File: src/rtl/core/ymcbp_pkg.sv
package ymcbp_pkg;

  // Defaults for the top-level parameters
  localparam int ROW_PIXELS_DEF  = 672;
  localparam int COLOUR_BITS_DEF = 6;
  localparam int MAX_ROWS_DEF    = 1016;

  // Fixed storage limits
  localparam int PLANES_MAX = 8;
  localparam int COL_W      = 10;
  localparam int ROW_W      = 10;
  localparam int ROW_SAT    = 1023;
  localparam int COFF_W     = 19;
  localparam int KOFF_W     = 17;

  // Group queue between front and back
  localparam int QUEUE_DEPTH = 4;
  localparam int QPTR_W      = $clog2(QUEUE_DEPTH);
  localparam int QCNT_W      = $clog2(QUEUE_DEPTH + 1);

  // Channel slots inside a plane
  localparam int CH_Y = 0;
  localparam int CH_M = 1;
  localparam int CH_C = 2;

  typedef logic [PLANES_MAX-1:0][2:0][7:0] plane_set_t;

  typedef struct packed {
    logic [7:0] yellow_in;
    logic [7:0] magenta_in;
    logic [7:0] cyan_in;
    logic       end_of_image;
  } in_item_t;

  typedef struct packed {
    logic [2:0]        bit_index;
    logic [7:0]        yellow_byte;
    logic [7:0]        magenta_byte;
    logic [7:0]        cyan_byte;
    logic [COFF_W-1:0] colour_offset;
    logic [7:0]        black_byte;
    logic [KOFF_W-1:0] black_offset;
    logic              black_valid;
    logic              last_in_group;
    logic              image_done;
    logic              row_overflow;
  } out_item_t;

  // One finished byte group, as handed from front to back
  typedef struct packed {
    plane_set_t        planes;
    logic [7:0]        black_byte;
    logic [COFF_W-1:0] colour_base;
    logic [KOFF_W-1:0] black_offset;
    logic              black_en;
    logic              eoi;
    logic              ovf;
  } grp_rec_t;

  typedef struct packed {
    logic full;
    logic empty;
  } q_stat_t;

endpackage

File: src/rtl/core/ymc_bitplane_packer.sv
// Y/M/C bit-plane packer.
// Input channel (in_valid/in_stall/in_data): one pixel per beat, three 8-bit
// samples and an end-of-image flag. Each sample is cut to COLOUR_BITS bits;
// with cfg black extraction on, a pixel full in all three becomes a K dot.
// Output channel (out_valid/out_stall/out_data): after each eighth pixel, the
// last pixel of a row or the final pixel, a run of COLOUR_BITS results, one
// per plane, bit 0 first, each with its packed bytes and byte offsets.
// Configuration: cfg_wr_en/cfg_wr_data write the extraction enable; write it
// only while the block is idle.
// Throughput: one pixel per cycle in, one result per cycle out while out_stall
// is low. Finished byte groups wait in a four-entry queue; the front stalls
// the input only when that queue is full, i.e. when runs arrive faster than
// the result port drains them, one result per plane, as with short groups at
// row or image end. The pixel that closes a group writes its record into the
// queue; the back end then registers each result of the run for output.
// Reset (rst_n, synchronous): counts, accumulators and the enable clear, the
// queue empties and out_valid drops. A stalled result holds until taken.
module ymc_bitplane_packer #(
  parameter int ROW_PIXELS  = ymcbp_pkg::ROW_PIXELS_DEF,
  parameter int COLOUR_BITS = ymcbp_pkg::COLOUR_BITS_DEF,
  parameter int MAX_ROWS    = ymcbp_pkg::MAX_ROWS_DEF
) (
  input  logic                 clk,
  input  logic                 rst_n,
  input  logic                 cfg_wr_en,
  input  logic                 cfg_wr_data,
  input  logic                 in_valid,
  output logic                 in_stall,
  input  ymcbp_pkg::in_item_t  in_data,
  output logic                 out_valid,
  input  logic                 out_stall,
  output ymcbp_pkg::out_item_t out_data
);

  logic                push;
  logic                pop;
  ymcbp_pkg::grp_rec_t push_data;
  ymcbp_pkg::grp_rec_t head;
  ymcbp_pkg::q_stat_t  q_stat;

  ymcbp_front #(
    .ROW_PIXELS  (ROW_PIXELS),
    .COLOUR_BITS (COLOUR_BITS),
    .MAX_ROWS    (MAX_ROWS)
  ) u_front (
    .clk         (clk),
    .rst_n       (rst_n),
    .cfg_wr_en   (cfg_wr_en),
    .cfg_wr_data (cfg_wr_data),
    .in_valid    (in_valid),
    .in_stall    (in_stall),
    .in_data     (in_data),
    .q_stat      (q_stat),
    .push        (push),
    .push_data   (push_data)
  );

  ymcbp_queue u_queue (
    .clk       (clk),
    .rst_n     (rst_n),
    .push      (push),
    .push_data (push_data),
    .pop       (pop),
    .rd_data   (head),
    .q_stat    (q_stat)
  );

  ymcbp_back #(
    .ROW_PIXELS  (ROW_PIXELS),
    .COLOUR_BITS (COLOUR_BITS)
  ) u_back (
    .clk       (clk),
    .rst_n     (rst_n),
    .head      (head),
    .q_stat    (q_stat),
    .pop       (pop),
    .out_valid (out_valid),
    .out_stall (out_stall),
    .out_data  (out_data)
  );

endmodule

File: src/rtl/core/ymcbp_front.sv
module ymcbp_front #(
  parameter int ROW_PIXELS  = ymcbp_pkg::ROW_PIXELS_DEF,
  parameter int COLOUR_BITS = ymcbp_pkg::COLOUR_BITS_DEF,
  parameter int MAX_ROWS    = ymcbp_pkg::MAX_ROWS_DEF
) (
  input  logic                clk,
  input  logic                rst_n,
  input  logic                cfg_wr_en,
  input  logic                cfg_wr_data,
  input  logic                in_valid,
  output logic                in_stall,
  input  ymcbp_pkg::in_item_t in_data,
  input  ymcbp_pkg::q_stat_t  q_stat,
  output logic                push,
  output ymcbp_pkg::grp_rec_t push_data
);

  localparam int BPR = (ROW_PIXELS + 7) / 8;
  localparam logic [7:0] FULL_VAL = 8'((1 << COLOUR_BITS) - 1);

  logic                              blk_en_r;
  logic [ymcbp_pkg::COL_W-1:0]       col_r, col_nxt;
  logic [ymcbp_pkg::ROW_W-1:0]       row_r, row_nxt;
  ymcbp_pkg::plane_set_t             acc_r, acc_nxt;
  logic [7:0]                        kacc_r, kacc_nxt;

  logic                              accept;
  logic [2:0][7:0]                   v;
  logic                              kdot;
  logic [7:0]                        mask;
  logic                              grp_start;
  logic                              last_col;
  logic                              flush;
  logic                              ovf;
  logic [ymcbp_pkg::ROW_W-1:0]       row_eff;
  logic [6:0]                        byte_pos;
  logic [31:0]                       cbase_full;
  logic [31:0]                       kbase_full;

  // Extraction enable register
  always_ff @(posedge clk) begin
    if (!rst_n) begin
      blk_en_r <= 1'b0;
    end else if (cfg_wr_en) begin
      blk_en_r <= cfg_wr_data;
    end
  end

  assign accept   = in_valid && !q_stat.full;
  assign in_stall = q_stat.full;

  // Reduce samples and pick out true black
  always_comb begin
    v[ymcbp_pkg::CH_Y] = in_data.yellow_in  >> (8 - COLOUR_BITS);
    v[ymcbp_pkg::CH_M] = in_data.magenta_in >> (8 - COLOUR_BITS);
    v[ymcbp_pkg::CH_C] = in_data.cyan_in    >> (8 - COLOUR_BITS);
    kdot = blk_en_r && v[ymcbp_pkg::CH_Y] == FULL_VAL &&
           v[ymcbp_pkg::CH_M] == FULL_VAL && v[ymcbp_pkg::CH_C] == FULL_VAL;
    if (kdot) begin
      v = '0;
    end
  end

  assign mask      = 8'h80 >> col_r[2:0];
  assign grp_start = (col_r[2:0] == 3'd0);
  assign last_col  = ({1'b0, col_r} + 11'd1) >= 11'(ROW_PIXELS);
  assign flush     = (col_r[2:0] == 3'd7) || last_col || in_data.end_of_image;

  // Merge the pixel into the plane accumulators, clearing at group start
  always_comb begin
    for (int j = 0; j < ymcbp_pkg::PLANES_MAX; j++) begin
      for (int c = 0; c < 3; c++) begin
        if (j < COLOUR_BITS) begin
          acc_nxt[j][c] = (grp_start ? 8'd0 : acc_r[j][c]) | (v[c][j] ? mask : 8'd0);
        end else begin
          acc_nxt[j][c] = 8'd0;
        end
      end
    end
    kacc_nxt = (grp_start ? 8'd0 : kacc_r) | (kdot ? mask : 8'd0);
  end

  // Row and byte offsets, saturated past the last row
  assign ovf        = {1'b0, row_r} >= 11'(MAX_ROWS);
  assign row_eff    = ovf ? ymcbp_pkg::ROW_W'(MAX_ROWS - 1) : row_r;
  assign byte_pos   = col_r[ymcbp_pkg::COL_W-1:3];
  assign cbase_full = 32'(row_eff) * 32'(BPR * COLOUR_BITS) + 32'(byte_pos);
  assign kbase_full = 32'(row_eff) * 32'(BPR) + 32'(byte_pos);

  always_comb begin
    push_data.planes       = acc_nxt;
    push_data.black_byte   = kacc_nxt;
    push_data.colour_base  = cbase_full[ymcbp_pkg::COFF_W-1:0];
    push_data.black_offset = kbase_full[ymcbp_pkg::KOFF_W-1:0];
    push_data.black_en     = blk_en_r;
    push_data.eoi          = in_data.end_of_image;
    push_data.ovf          = ovf;
  end

  assign push = accept && flush;

  // Advance column and row counts
  always_comb begin
    col_nxt = col_r;
    row_nxt = row_r;
    if (in_data.end_of_image) begin
      col_nxt = '0;
      row_nxt = '0;
    end else if (last_col) begin
      col_nxt = '0;
      if (row_r != ymcbp_pkg::ROW_W'(ymcbp_pkg::ROW_SAT)) begin
        row_nxt = row_r + 1'b1;
      end
    end else begin
      col_nxt = col_r + 1'b1;
    end
  end

  always_ff @(posedge clk) begin
    if (!rst_n) begin
      col_r  <= '0;
      row_r  <= '0;
      acc_r  <= '0;
      kacc_r <= '0;
    end else if (accept) begin
      col_r  <= col_nxt;
      row_r  <= row_nxt;
      acc_r  <= acc_nxt;
      kacc_r <= kacc_nxt;
    end
  end

endmodule

File: src/rtl/core/ymcbp_queue.sv
module ymcbp_queue (
  input  logic                clk,
  input  logic                rst_n,
  input  logic                push,
  input  ymcbp_pkg::grp_rec_t push_data,
  input  logic                pop,
  output ymcbp_pkg::grp_rec_t rd_data,
  output ymcbp_pkg::q_stat_t  q_stat
);

  ymcbp_pkg::grp_rec_t               mem_r [ymcbp_pkg::QUEUE_DEPTH];
  logic [ymcbp_pkg::QPTR_W-1:0]      wr_ptr_r, rd_ptr_r;
  logic [ymcbp_pkg::QCNT_W-1:0]      cnt_r, cnt_nxt;

  // Store group records
  always_ff @(posedge clk) begin
    if (push) begin
      mem_r[wr_ptr_r] <= push_data;
    end
  end

  assign rd_data = mem_r[rd_ptr_r];

  always_comb begin
    cnt_nxt = cnt_r;
    if (push && !pop) begin
      cnt_nxt = cnt_r + 1'b1;
    end else if (pop && !push) begin
      cnt_nxt = cnt_r - 1'b1;
    end
  end

  // Advance pointers and fill count
  always_ff @(posedge clk) begin
    if (!rst_n) begin
      wr_ptr_r <= '0;
      rd_ptr_r <= '0;
      cnt_r    <= '0;
    end else begin
      if (push) begin
        wr_ptr_r <= wr_ptr_r + 1'b1;
      end
      if (pop) begin
        rd_ptr_r <= rd_ptr_r + 1'b1;
      end
      cnt_r <= cnt_nxt;
    end
  end

  assign q_stat.full  = (cnt_r == ymcbp_pkg::QCNT_W'(ymcbp_pkg::QUEUE_DEPTH));
  assign q_stat.empty = (cnt_r == '0);

  a_no_push_full: assert property (@(posedge clk) disable iff (!rst_n)
    push |-> !q_stat.full)
    else $error("group pushed into full queue");

  a_no_pop_empty: assert property (@(posedge clk) disable iff (!rst_n)
    pop |-> !q_stat.empty)
    else $error("group popped from empty queue");

  a_cnt_bound: assert property (@(posedge clk) disable iff (!rst_n)
    cnt_r <= ymcbp_pkg::QCNT_W'(ymcbp_pkg::QUEUE_DEPTH))
    else $error("queue count beyond depth");

endmodule

File: src/rtl/core/ymcbp_back.sv
module ymcbp_back #(
  parameter int ROW_PIXELS  = ymcbp_pkg::ROW_PIXELS_DEF,
  parameter int COLOUR_BITS = ymcbp_pkg::COLOUR_BITS_DEF
) (
  input  logic                 clk,
  input  logic                 rst_n,
  input  ymcbp_pkg::grp_rec_t  head,
  input  ymcbp_pkg::q_stat_t   q_stat,
  output logic                 pop,
  output logic                 out_valid,
  input  logic                 out_stall,
  output ymcbp_pkg::out_item_t out_data
);

  localparam int BPR = (ROW_PIXELS + 7) / 8;

  logic [2:0]           j_r, j_nxt;
  logic                 out_valid_r, out_valid_nxt;
  ymcbp_pkg::out_item_t out_data_r, out_data_nxt;
  logic                 issue;
  logic                 last;
  logic                 bv;
  logic [31:0]          plane_off;

  assign issue = !q_stat.empty && (!out_valid_r || !out_stall);
  assign last  = (j_r == 3'(COLOUR_BITS - 1));
  assign pop   = issue && last;
  assign bv    = (j_r == 3'd0) && head.black_en;

  assign plane_off = 32'(j_r) * 32'(BPR);

  // Build one result of the run for the current plane
  always_comb begin
    out_data_nxt.bit_index     = j_r;
    out_data_nxt.yellow_byte   = head.planes[j_r][ymcbp_pkg::CH_Y];
    out_data_nxt.magenta_byte  = head.planes[j_r][ymcbp_pkg::CH_M];
    out_data_nxt.cyan_byte     = head.planes[j_r][ymcbp_pkg::CH_C];
    out_data_nxt.colour_offset = head.colour_base + plane_off[ymcbp_pkg::COFF_W-1:0];
    out_data_nxt.black_byte    = bv ? head.black_byte : 8'd0;
    out_data_nxt.black_offset  = bv ? head.black_offset : '0;
    out_data_nxt.black_valid   = bv;
    out_data_nxt.last_in_group = last;
    out_data_nxt.image_done    = head.eoi;
    out_data_nxt.row_overflow  = head.ovf;
  end

  always_comb begin
    j_nxt = j_r;
    if (issue) begin
      j_nxt = last ? 3'd0 : j_r + 3'd1;
    end
    if (issue) begin
      out_valid_nxt = 1'b1;
    end else if (out_stall) begin
      out_valid_nxt = out_valid_r;
    end else begin
      out_valid_nxt = 1'b0;
    end
  end

  // Hold the result until taken, step through planes
  always_ff @(posedge clk) begin
    if (!rst_n) begin
      j_r         <= '0;
      out_valid_r <= 1'b0;
    end else begin
      j_r         <= j_nxt;
      out_valid_r <= out_valid_nxt;
    end
  end

  always_ff @(posedge clk) begin
    if (issue) begin
      out_data_r <= out_data_nxt;
    end
  end

  assign out_valid = out_valid_r;
  assign out_data  = out_data_r;

  a_plane_range: assert property (@(posedge clk) disable iff (!rst_n)
    j_r < 3'(COLOUR_BITS))
    else $error("plane counter out of range");

  a_black_plane0: assert property (@(posedge clk) disable iff (!rst_n)
    out_valid_r && out_data_r.black_valid |-> out_data_r.bit_index == 3'd0)
    else $error("black field on a plane other than bit 0");

  a_last_marks_end: assert property (@(posedge clk) disable iff (!rst_n)
    issue && last |=> out_valid_r && out_data_r.last_in_group && j_r == 3'd0)
    else $error("run end not marked or counter not rewound");

endmodule

File: config.mk
export PLATFORM = sky130hd
export DESIGN_NAME = ymc_bitplane_packer
export DESIGN_NICKNAME = d
export VERILOG_FILES = /design/src/rtl/core/ymcbp_pkg.sv /design/src/rtl/core/ymc_bitplane_packer.sv /design/src/rtl/core/ymcbp_front.sv /design/src/rtl/core/ymcbp_queue.sv /design/src/rtl/core/ymcbp_back.sv
export SDC_FILE = /design/constraint.sdc
export NUM_CORES = 1
export LEC_CHECK = 0
export BUFFER_PORTS_ARGS = -buffer_cell sky130_fd_sc_hd__buf_2
export CELL_PAD_IN_SITES_DETAIL_PLACEMENT = 0
export CELL_PAD_IN_SITES_GLOBAL_PLACEMENT = 2
export CORE_UTILIZATION = 29
export DETAILED_ROUTE_END_ITERATION = 12
export HOLD_SLACK_MARGIN = 0.05
export PLACE_DENSITY_LB_ADDON = 0.1
export SLEW_MARGIN = 20
export SYNTH_ARGS = -nofsm -noshare
export SYNTH_HDL_FRONTEND = slang
export SYNTH_SLANG_ARGS = --single-unit
File: constraint.sdc
create_clock -name clk -period 16.5 [get_ports clk]
set_input_delay 2.475 -clock clk [delete_from_list [all_inputs] [get_ports clk]]
set_output_delay 2.475 -clock clk [all_outputs]
set_load 0.01 [all_outputs]
==> metrics.cfg <==
[sta]
tns_ns = 0
fmax_ghz = 0.159
setup_viol = 0
rsz0062_at_grt = false
relSlewSlack_pct = 27.2
worstMarginPinSlew_ns = 1.09
period_share_pct = 38.1
worst_clock_skew_ns = 0.0329
hold_violations = 0
min_period_ns = 6.28
slew_violations = 0

[clock_tree]
post_cts_buffers = 0
path_clk_slew_ns = 0.06
cts_resized = 0
htree_levels = 3
cts_tree = done
cts_root_buf = clkbuf_16
clock_latency_ns = 0.74
clock_sinks = 1017
clk_path_buf_depth = 3
cts-hold-fix-buffers = 0
cts_buffers = 117

[routing]
drt_iter0_markers = 1482
drt-wirelength-per-cell_um = 24.9
via_count = 23800
vias_per_cell = 4.97
wirelength_mm = 119
first_pass_iters = 5
final_antenna_net_count = 0
route.detailed.drc = 0

[floorplanning]
fp.dieArea_um2 = 149000
core_um2 = 146000
placement_rows = 140
start_util_pct = 29.3
boundaryPins = 108
die_y_um = 386
die_width_um = 386

[place]
dp_cells = 4562
place_hpwl_mm = 67.3
port_buffers = 101
routabilityCongestion = 0.696

[finish]
stdcell_count = 4785
antenna_cells = 0
drive_gt1_share_pct = 20.2
multi_input_area_um2 = 13000
nets = 2919
nFillCells = 14100
area_growth_pct = 15.5
regArea_um2 = 28700

[global_routing]
grt_pass1_vias = 25400
grt-ovfl-total = 0
antenna_found_initial = 5
grt_pass1_wl_mm = 173
grt_usage_pct = 16.0
grt_max_degree = 106

[worst_hold_path]
min_to = u_front.kacc_r[0]$_SDFFE_PN0P_
hold_depth = 2
timing.hold.worst.class = flop to flop
worstHoldStart = u_front.kacc_r[0]$_SDFFE_PN0P_

[synthesis]
synthCells = 2689
synth_cell_type_count = 61
ys.warnings.count = 0
synth.avg_cell_area_um2 = 15.9
synth_seq_cells = 1017
syn_nets = 2844
yosysTopAreaCell = edfxtp_1
seq_area_frac_synth_pct = 67.0
synth.area.top_cells = edfxtp_1, mux4_2, dfxtp_1
synth_edf_count = 831
synthFlopType = edfxtp_1
synth_top_area_share_pct = 58.3
async_flop_share_pct = 0
synth_area_um2 = 42800

[setup_path]
crit_chain = inv_1 > nor4_1 > buf_4 > or2_2 > inv_1 > fa_1 > fa_1 > fa_1 > inv_1 > ha_1 > xnor2_1 > a2111oi_0 > o221a_2 > nand3_1 > or4b_1 > nor4_2 > xnor2_1
critical_path_class = flop to flop
path_buf_inv = 4
start_kind = flop
critical-path-top-delay-family = adder cells
cp_max_fo = 9
critical-path-max-stage-delay_ns = 0.60
r2r_start = u_front.row_r[7]$_SDFFE_PN0P_
endpoint_kind = flop
reg2reg_to = u_queue.mem_r[0][38]$_DFFE_PP_
cp_slowest_cell = fa_1
regToRegSetupSlack_ns = 10.22
r2r_cells = 17
crit_required_ns = 16.97
arrival_ns = 6.75

[outcome]
status = finished clean

[pwr]
p_int_mw = 4.61
p_comb_share_pct = 7.3
leakage_nw = 17.0
power_mw = 6.02
power.switching_mw = 1.41
swShare_pct = 23.5
seq_power_share_pct = 48.3
peakVddDrop_mv = 0.0783
clkPwrFrac_pct = 44.5
p_per_area_nw_per_um2 = 122

[job]
cap_violations = 0

## routing by layer
| metal | wire, um | up-vias | GRT usage [%] |
|---|---|---|---|
| met5 | 0 | - | 0 |
| met4 | 2540 | 0 | 3.95 |
| met3 | 4880 | 153 | 2.60 |
| met2 | 60400 | 482 | 28.0 |
| met1 | 51400 | 12500 | 20.7 |
| li1 | - | 10600 | - |
## power by group through the flow
stage / logic [mW] / clock network [mW] / registers, mW
finish: 0.437 / 2.68 / 2.91
floorplan: 0.231 / 0 / 2.97
global placement: 0.450 / 0 / 2.96
CTS: 0.456 / 2.76 / 2.91
global route: 0.475 / 2.85 / 2.92
detailed placement: 0.455 / 0 / 2.96
## cells in the final DEF (no fill, tap or decap), types with 15 or more instances in the layout
master,Yosys,final
a21oi_1,75,74
edfxtp_1,831,831
mux2i_1,29,29
nand3_1,56,55
buf_2,22,101
buf_4,0,44
o22ai_1,24,24
a31oi_1,25,25
a22o_1,109,109
clkbuf_1,144,28
clkbuf_16,0,118
fa_1,33,33
o21ai_0,35,35
dfxtp_1,186,182
ha_1,91,91
xnor2_1,43,43
and3_1,42,40
nor2_1,206,204
nand2_1,110,108
bufinv_16,0,15
inv_1,96,96
clkinv_2,0,20
clkinv_1,0,19
mux4_2,213,213
a22oi_1,109,109
xor2_1,23,23
## flip-flops by register name, indices dropped and copies added, names as in the netlist, named ones only
register,count
u_front.blk_en_r,1
u_queue.cnt_r,3
u_back.j_r,3
u_front.row_r,10
u_queue.mem_r,756
u_back.out_data,75
u_queue.wr_ptr_r,2
u_front.kacc_r,8
u_queue.rd_ptr_r,2
u_back.out_valid,1
u_front.col_r,10
u_front.acc_r,144
## worst max path at each step
stage	start	end	slack (ns)	depth (start not counted)
2_1_floorplan	in_data[0]	u_queue.mem_r[0][0]$_DFFE_PP_	8.47	4
3_3_place_gp	in_data[0]	u_queue.mem_r[3][79]$_DFFE_PP_	9.95	7
3_5_place_dp	in_data[0]	u_queue.mem_r[3][105]$_DFFE_PP_	9.83	7
4_1_cts	u_front.row_r[7]$_SDFFE_PN0P_	u_queue.mem_r[0][38]$_DFFE_PP_	10.10	17
5_1_grt	u_front.row_r[7]$_SDFFE_PN0P_	u_queue.mem_r[3][38]$_DFFE_PP_	9.60	17
6_report	u_front.row_r[7]$_SDFFE_PN0P_	u_queue.mem_r[0][38]$_DFFE_PP_	10.22	17
## layout make-up
type | count | share of cell area [%]
clock inverter | 65 | 1.62
tap | 1917 | 4.85
inverter | 99 | 0.757
multi-input combinational | 1381 | 26.4
sequential | 1017 | 58.1
timing repair buffer | 148 | 1.80
clock buffer | 158 | 6.52
## synthesized netlist by cell type (13+ instances only)
cell type and count:
a21oi_1 75, a22o_1 109, a22oi_1 109, a31oi_1 25, and3_1 42, buf_1 25
buf_2 22, clkbuf_1 144, dfxtp_1 186, edfxtp_1 831, fa_1 33, ha_1 91
inv_1 96, mux2i_1 29, mux4_2 213, nand2_1 110, nand3_1 56, nor2_1 206
nor2b_1 13, nor3_1 13, o21ai_0 35, o22ai_1 24, xnor2_1 43, xor2_1 23
## kinds of logic (layout without fill, tap and decap cells)
logic type	count (synthesis)	in the layout	synth area share [%]
buf+inv	291	470	2.64
fa+ha+maj	124	124	4.21
compound gates	448	448	7.51
mux	242	242	11.9
xor+xnor	66	66	1.35
flops	1017	1017	67.0
simple gates	501	501	5.38
## worst min-delay path: stages, from the launching register on
cell and delay (ns):
dfxtp_1 0.31, nand2_1 0.05, a21oi_1 0.05
## per-stage QoR
step	utilization [%]	hold WS, ns	instance area (um^2)	setup WS, ns
6_report	33.8	0.455	49400	10.22
5_1_grt	33.8	0.471	49400	9.60
4_1_cts	33.8	0.455	49400	10.10
3_5_place_dp	31.1	0.447	45400	9.83
3_3_place_gp	31.1	0.442	45400	9.95
2_1_floorplan	-	0.436	42800	8.47
No activity file was read; power rests on OpenSTA's default activity.
